$ cat src/hdl/route_length_accumulator_macros.svh
// ----------------------------------------------------------------------------
// Route length accumulator assertion macros
// Shared concurrent assertion forms, clocked on clk_i, idle in reset.
// ----------------------------------------------------------------------------
`ifndef ROUTE_LENGTH_ACCUMULATOR_MACROS_SVH
`define ROUTE_LENGTH_ACCUMULATOR_MACROS_SVH

// same-cycle implication
`define RLA_ASSERT_NOW(lbl, ante, cons, msg) \
  lbl: assert property (@(posedge clk_i) disable iff (!rst_ni) (ante) |-> (cons)) \
    else $error(msg);

// next-cycle implication
`define RLA_ASSERT_NEXT(lbl, ante, cons, msg) \
  lbl: assert property (@(posedge clk_i) disable iff (!rst_ni) (ante) |=> (cons)) \
    else $error(msg);

`endif

$ cat src/hdl/rla_pkg.sv
// ----------------------------------------------------------------------------
// Route length accumulator package
// Field widths, request and result types, and mode codes.
// ----------------------------------------------------------------------------
package rla_pkg;

  localparam int CoordW = 24;          // coordinate width, 8 fraction bits
  localparam int IdxW   = 10;          // point index width
  localparam int CountW = 11;          // point_count register width
  localparam int LenW   = 40;          // accumulated length width
  localparam int MagW   = CoordW;      // |dx|, |dy| fit the coordinate width
  localparam int LegW   = CoordW + 1;  // root of a (2*CoordW+1)-bit sum

  localparam logic [LenW-1:0] LenMax = {LenW{1'b1}};

  // request modes
  localparam logic ModeLoad = 1'b0;
  localparam logic ModeStep = 1'b1;

  typedef struct packed {
    logic                     mode;
    logic [IdxW-1:0]          point_index;
    logic signed [CoordW-1:0] coord_x;
    logic signed [CoordW-1:0] coord_y;
    logic                     last_step;
  } req_t;

  typedef struct packed {
    logic [LenW-1:0] route_length;
    logic            index_error;
    logic            length_saturated;
  } rsp_t;

endpackage

$ cat src/hdl/rla_leg.sv
// ----------------------------------------------------------------------------
// Route length accumulator leg unit
// Squares |dx| and |dy| on one shared multiplier, adds them, then takes the
// floored square root one result bit per cycle.
// ----------------------------------------------------------------------------
module rla_leg (
  input  logic                      clk_i,
  input  logic                      rst_ni,
  input  logic                      start_i,
  input  logic [rla_pkg::MagW-1:0]  ax_i,
  input  logic [rla_pkg::MagW-1:0]  ay_i,
  output logic                      done_o,
  output logic [rla_pkg::LegW-1:0]  leg_o
);

  localparam int K    = rla_pkg::LegW;   // root bits = iterations
  localparam int RadW = 2 * K;           // radicand padded to whole digit pairs
  localparam int SqW  = 2 * rla_pkg::MagW;
  localparam int CntW = $clog2(K);

  localparam logic [2:0] U_IDLE = 3'd0;
  localparam logic [2:0] U_SQX  = 3'd1;
  localparam logic [2:0] U_SQY  = 3'd2;
  localparam logic [2:0] U_SUM  = 3'd3;
  localparam logic [2:0] U_ROOT = 3'd4;

  logic [2:0]               state_q, state_d;
  logic [rla_pkg::MagW-1:0] ax_q, ay_q;
  logic [SqW-1:0]           sq_q;
  logic [RadW-1:0]          rad_q;
  logic [K-1:0]             rem_q;
  logic [K-1:0]             root_q;
  logic [CntW-1:0]          cnt_q;
  logic                     done_q;

  logic [rla_pkg::MagW-1:0] mul_op;
  logic [SqW-1:0]           prod;
  logic [K+1:0]             rem_sh;
  logic [K+1:0]             trial;
  logic                     fits;

  // shared squarer
  assign mul_op = (state_q == U_SQX) ? ax_q : ay_q;
  assign prod   = mul_op * mul_op;

  // one root digit: bring down two radicand bits, try (root << 2) | 1
  assign rem_sh = {rem_q, rad_q[RadW-1 -: 2]};
  assign trial  = {root_q, 2'b01};
  assign fits   = (rem_sh >= trial);

  // sequencer
  always_comb begin
    state_d = state_q;
    unique case (state_q)
      U_IDLE: if (start_i) state_d = U_SQX;
      U_SQX:  state_d = U_SQY;
      U_SQY:  state_d = U_SUM;
      U_SUM:  state_d = U_ROOT;
      U_ROOT: if (cnt_q == '0) state_d = U_IDLE;
      default: state_d = U_IDLE;
    endcase
  end

  always_ff @(posedge clk_i or negedge rst_ni) begin
    if (!rst_ni) begin
      state_q <= U_IDLE;
      done_q  <= 1'b0;
    end else begin
      state_q <= state_d;
      done_q  <= (state_q == U_ROOT) && (cnt_q == '0);
    end
  end

  // datapath
  always_ff @(posedge clk_i) begin
    case (state_q)
      U_IDLE: begin
        if (start_i) begin
          ax_q <= ax_i;
          ay_q <= ay_i;
        end
      end
      U_SQX: rad_q <= RadW'(prod);
      U_SQY: sq_q  <= prod;
      U_SUM: begin
        rad_q  <= rad_q + RadW'(sq_q);
        rem_q  <= '0;
        root_q <= '0;
        cnt_q  <= CntW'(K - 1);
      end
      U_ROOT: begin
        rem_q  <= fits ? K'(rem_sh - trial) : K'(rem_sh);
        root_q <= {root_q[K-2:0], fits};
        rad_q  <= {rad_q[RadW-3:0], 2'b00};
        cnt_q  <= cnt_q - 1'b1;
      end
      default: ;
    endcase
  end

  assign done_o = done_q;
  assign leg_o  = root_q;

endmodule

$ cat config.mk
export PLATFORM = sky130hd
export DESIGN_NAME = rla_leg
export DESIGN_NICKNAME = d
export VERILOG_FILES = /design/src/hdl/route_length_accumulator_macros.svh /design/src/hdl/rla_pkg.sv /design/src/hdl/rla_leg.sv
export SDC_FILE = /design/constraint.sdc
export NUM_CORES = 2
export LEC_CHECK = 0
export BUFFER_PORTS_ARGS = -buffer_cell sky130_fd_sc_hd__clkbuf_2
export CORE_MARGIN = 1.5
export CORE_UTILIZATION = 40
export CTS_CLUSTER_DIAMETER = 120
export DETAILED_ROUTE_END_ITERATION = 16
export GPL_ROUTABILITY_DRIVEN = 0
export HOLD_SLACK_MARGIN = 0.1
export RECOVER_POWER = 50
export SLEW_MARGIN = 20
export SYNTH_ARGS = -nofsm -noshare
export SYNTH_HDL_FRONTEND = slang
export SYNTH_SLANG_ARGS = --single-unit
$ cat constraint.sdc
create_clock -name clk_i -period 10 [get_ports clk_i]
set_clock_uncertainty 0.05 [all_clocks]
set_input_delay 1 -clock clk_i [delete_from_list [all_inputs] [get_ports clk_i]]
set_output_delay 1 -clock clk_i [all_outputs]
set_load 0.01 [all_outputs]
* Word level (Yosys, flattened, before mapping) *
Cells that the tools add are included.

storage, ports and cells
  bits in registers = 205
  output and inout port bits = 26
  word-level logic and storage cells = 36

cells by class
  $mul = 1
  reduce and logical (&&, ||, !) cells = 7
  eq/ne operators = 6
  $lt $le $gt $ge = 1
  $add $sub $neg = 3
  muxes and demuxes = 9

operators by type and width
  kind                                                    number
  case mux 50 bit (3 select lines)                        1
  case mux 25 bit (2 select lines)                        2
  adder 50 x 48 -> 50 bit                                 1
  multiplier 24 x 24 -> 48 bit                            1
  >= comparator 27 bit                                    1
  2-to-1 mux 25 bit                                       1
  subtractor 25 bit                                       1
  2-to-1 mux 24 bit                                       1
  case mux 3 bit (5 select lines)                         1
  case mux 5 bit (2 select lines)                         1
  equality test 3 x 2 -> 1 bit (second input constant)    2
  2-to-1 mux 3 bit                                        2
  zero test 5 bit                                         1
  subtractor 5 x 1 -> 5 bit (second input constant)       1
  AND reduction 2 bit                                     2
  equality test 3 x 1 -> 1 bit (second input constant)    1
  equality test 3 bit (second input constant)             1
  zero test 3 bit                                         1
  nonzero test 3 bit                                      1
  inequality test 2 x 1 -> 1 bit (second input constant)  1
  inequality test 2 bit (second input constant)           1
  nonzero test 2 bit                                      1
  logical AND 1 bit                                       1

* Longest topological paths before layout *
  word-level depth = 4
  depth in mapped cells = 33
  gate-level depth less buffers = 30

* Worst setup path before layout *
OpenSTA, ideal clock, no wires.

  path type = register to register
  start point = reg state_q[1]
  end point = reg rad_q[47] (data pin)
  library setup time = 261 ps
  data required time = 9,689 ps
  path slack = 1,430 ps
  cell stages (with the launch flop) = 33
  period minus slack after synthesis = 8,570 ps
  arrival time = 8,259 ps
  cell sequence = dfrtp_1 -> clkbuf_1 -> nor3b_1 -> buf_2 -> buf_2 -> mux2_2 -> buf_1 -> nand2_1 -> fa_1 -> inv_1 -> fa_1 -> inv_1 -> fa_1 -> inv_1 -> fa_1 -> inv_1 -> fa_1 -> inv_1 -> fa_1 -> inv_1 -> fa_1 -> inv_1 -> ha_1 -> a21oi_1 -> o21ai_0 -> a221oi_1 -> o21ai_2 -> a311o_2 -> nand2_2 -> o21ai_2 -> a221oi_2 -> xnor2_1 -> a221o_1

on the way
  word-level cells in the longest chain between the ends = 4
  elaborated cells on any way between the ends = 6
  those cells by class = mul: 1; eq/ne: 3; mux: 2

RTL lines
  what                              RTL line       text
  start: declaration                rla_leg.sv:27  logic [2:0] state_q, state_d;
  start signal: assignment          rla_leg.sv:69  state_q <= state_d;
  equality test 3 x 1 -> 1 bit      rla_leg.sv:43  assign mul_op = (state_q == U_SQX) ? ax_q : ay_q;
  2-to-1 mux 24 bit                 rla_leg.sv:43
  multiplier 24 x 24 -> 48 bit      rla_leg.sv:44  assign prod = mul_op * mul_op;
  named net prod[47]                rla_leg.sv:37  logic [SqW-1:0] prod;
  case mux 50 bit (3 select lines)  rla_leg.sv:76  case (state_q)
  end signal: assignment            rla_leg.sv:83  U_SQX: rad_q <= RadW'(prod);
  end signal: assignment            rla_leg.sv:86  rad_q <= rad_q + RadW'(sq_q);
  end signal: assignment            rla_leg.sv:94  rad_q <= {rad_q[RadW-3:0], 2'b00};
  end: declaration                  rla_leg.sv:30  logic [RadW-1:0] rad_q;

The timed path passes the listed nets, and every way through them passes these cells.
A chain may end at the register's enable or synchronous reset.

* Final worst setup path *
  start point = reg state_q[2]
  end point = reg rad_q[41] (data pin)

The elaborated chain is that of the path after synthesis.

==> results_dict.tcl <==
set metrics [dict create \
    r2r_start "state_q[2]" \
    chipHeight_um 266.3 \
    nNetsFinal 3641 \
    ys_top_cells_by_area "fa_1 (30%), edfxtp_1 (22%), ha_1 (11%), inv_1 (8.7%), nor2_1 (3.5%)" \
    cp.required_ns 10.27 \
    core_area_um2 68590 \
    ys_seq_area_share_pct 22.02 \
    use_met3_pct 3.031 \
    setup_viol 0 \
    cts_tree "yes" \
    drt_iter0_drc 1361 \
    register_area_um2 6106 \
    synth_top_cell_area_share_pct 30.47 \
    holdWs_ns 0.2057 \
    yosysWarnings 0 \
    die_area_um2 70910 \
    via_per_inst 5.065 \
    overflow 0 \
    ys_ff_latch 204 \
    period_share_pct 93.09 \
    hpwlAfterDp_um 53820 \
    remaining_drc_errors 0 \
    ys_async_sr_fraction_pct 1.961 \
    avgSynthCellArea_um2 9.611 \
    grt_max_degree 57 \
    grt_pass1_wl_um 111000 \
    ys.flop_type "edfxtp_1" \
    maxCapViolCount 6 \
    synth_edf_count 200 \
    cts_made_buffers 26 \
    multi_input_area_um2 18840 \
    num_vias 19630 \
    antenna_found_initial 3 \
    path_class "reg2reg" \
    path_clk_slew_ns 0.06 \
    violations "capacitance limit, slew limit" \
    worst_pin_slew_ns 3.298 \
    final_cell_mix "inv_1 (639), fa_1 (422), nor2_1 (259), nand2_1 (259), ha_1 (244)" \
    post_cts_resized 0 \
    grt_util_met1_pct 27.38 \
    final_common_cell "inv_1" \
    htree_levels 1 \
    place_area_um2 29140 \
    fin_tns_setup_ns 0 \
    cts.path.max_buffers 3 \
    rsz0062_at_grt "no" \
    holdBufCountCts 0 \
    area_growth_pct 7.883 \
    cp.arrival_ns 9.58 \
    syn_inst 2885 \
    syn_nets 3602 \
    outcome "complete, but fails checks" \
    min_period_ns 9.309 \
    cts_sinks 204 \
    ios 77 \
    min_path_type "in2async" \
    final_area_um2 29910 \
    ant_nets 0 \
    r2r_slack_ns 0.69 \
    relSlewSlack_pct -119.9 \
    fmax_mhz 107.4 \
    drive_gt1_share_pct 5.673 \
    hold_violations 0 \
    num_rows 96 \
    critPathLaunchType "flip-flop" \
    grt_pass1_vias 20770 \
    finalMaxSlewViolations 306 \
    grt-busiest-layer "met2" \
    clockRootBuffer "clkbuf_16" \
    wirelength_um 68190 \
    timing.rr.end "rad_q[41]" \
    num-fill-cells 6673 \
    portBuffers 76 \
    synth_area_um2 27730 \
    crit_path_max_fanout 32 \
    end_kind "flip-flop" \
    grtUsageMet2_pct 32.50 \
    die_w_um 266.3 \
    worst_r2r_path_depth 27 \
    synth_top_area_cell "fa_1" \
    insertion_delay_ns 0.58 \
    routedWlPerCell_um 17.59 \
    grtUsageTotal_pct 19.78 \
    drtPass1Iterations 5 \
    ys_types 89 \
    cts_setup_buffers 0 \
    start_util_pct 40.43 \
]
-- Yosys cell counts (22+ instances only) --
master / count
nand2_1: 259
ha_1: 244
fa_1: 422
xnor2_1: 71
nand3_1: 22
o21ai_0: 99
nor2_1: 260
edfxtp_1: 200
a21oi_1: 133
xor2_1: 41
clkbuf_1: 69
a21o_1: 55
inv_1: 640
a22oi_1: 31
-- area by class of cell --
class                   count  share of cell area (%)
repair buffers            103                   1.857
flip-flops and latches    204                   20.41
clock inverters            20                  0.5479
well taps                 931                   3.894
inverters                 646                   8.106
multi-input cells        1943                   62.98
clock buffers              28                   2.200
diodes                      1                0.008365
-- worst max-delay path, cell delays in order, from the launching register on --
cell and delay [ns]:
dfrtp_1 0.48, nor3b_1 0.40, buf_12 0.27, mux2_2 0.58
clkinv_1 0.62, nor2_1 0.41, fa_1 0.51, ha_1 0.32
a21oi_1 0.22, fa_1 0.47, fa_1 0.54, inv_1 0.06
fa_1 0.46, fa_1 0.51, inv_1 0.05, fa_1 0.47
inv_1 0.04, ha_1 0.35, a21oi_1 0.21, o21ai_0 0.17
or3_1 0.39, o22a_1 0.28, a2111oi_2 0.34, a211oi_1 0.14
nand3_1 0.11, nand2_1 0.06, xnor2_1 0.14, a221o_1 0.31
-- kinds of logic (layout without fill, tap and decap cells) --
family	Yosys count	after routing	synth area share [%]
buf+inv	738	797	10.16
fa+ha+maj	666	666	41.48
simple gates	653	653	10.01
compound gates	475	475	11.38
flops	204	204	22.02
xor+xnor	112	112	3.538
mux	37	37	1.412
other cells	0	1	0
-- layer usage --
| metal | vias up | wire [um] |
|---|---|---|
| met5 | - | 27 |
| met4 | 4 | 1653 |
| met3 | 102 | 4166 |
| met2 | 547 | 31530 |
| met1 | 9640 | 30820 |
| li1 | 9340 | - |
-- how the worst max path moves through the flow --
| stage | to | startpoint |
|---|---|---|
| finish | rad_q[41] | state_q[2] |
| global route | rad_q[41] | state_q[2] |
| CTS | rad_q[41] | state_q[2] |
| detailed placement | rad_q[41] | state_q[2] |
| global placement | rad_q[41] | state_q[2] |
| floorplan | rad_q[47] | state_q[1] |
-- flip-flops by register name (all words and copies together) (netlist names) --
| register | flops |
|---|---|
| cnt_q | 5 |
| done_o | 1 |
| sq_q | 47 |
| ay_q | 24 |
| leg_o | 25 |
| state_q | 3 |
| rad_q | 50 |
| ax_q | 24 |
| rem_q | 25 |
-- stage by stage --
stage	util, %	worst slack [ns]	instances
2_1_floorplan	-	1.430	2885
3_3_place_gp	42.48	0.8554	3826
3_5_place_dp	42.48	0.8253	3826
4_1_cts	43.68	0.7717	3874
5_1_grt	43.62	0.2206	3876
6_report	43.62	0.6912	3876
Power is not shown: default switching activity piles up to over one toggle a cycle in this logic, so the estimate is an artifact.
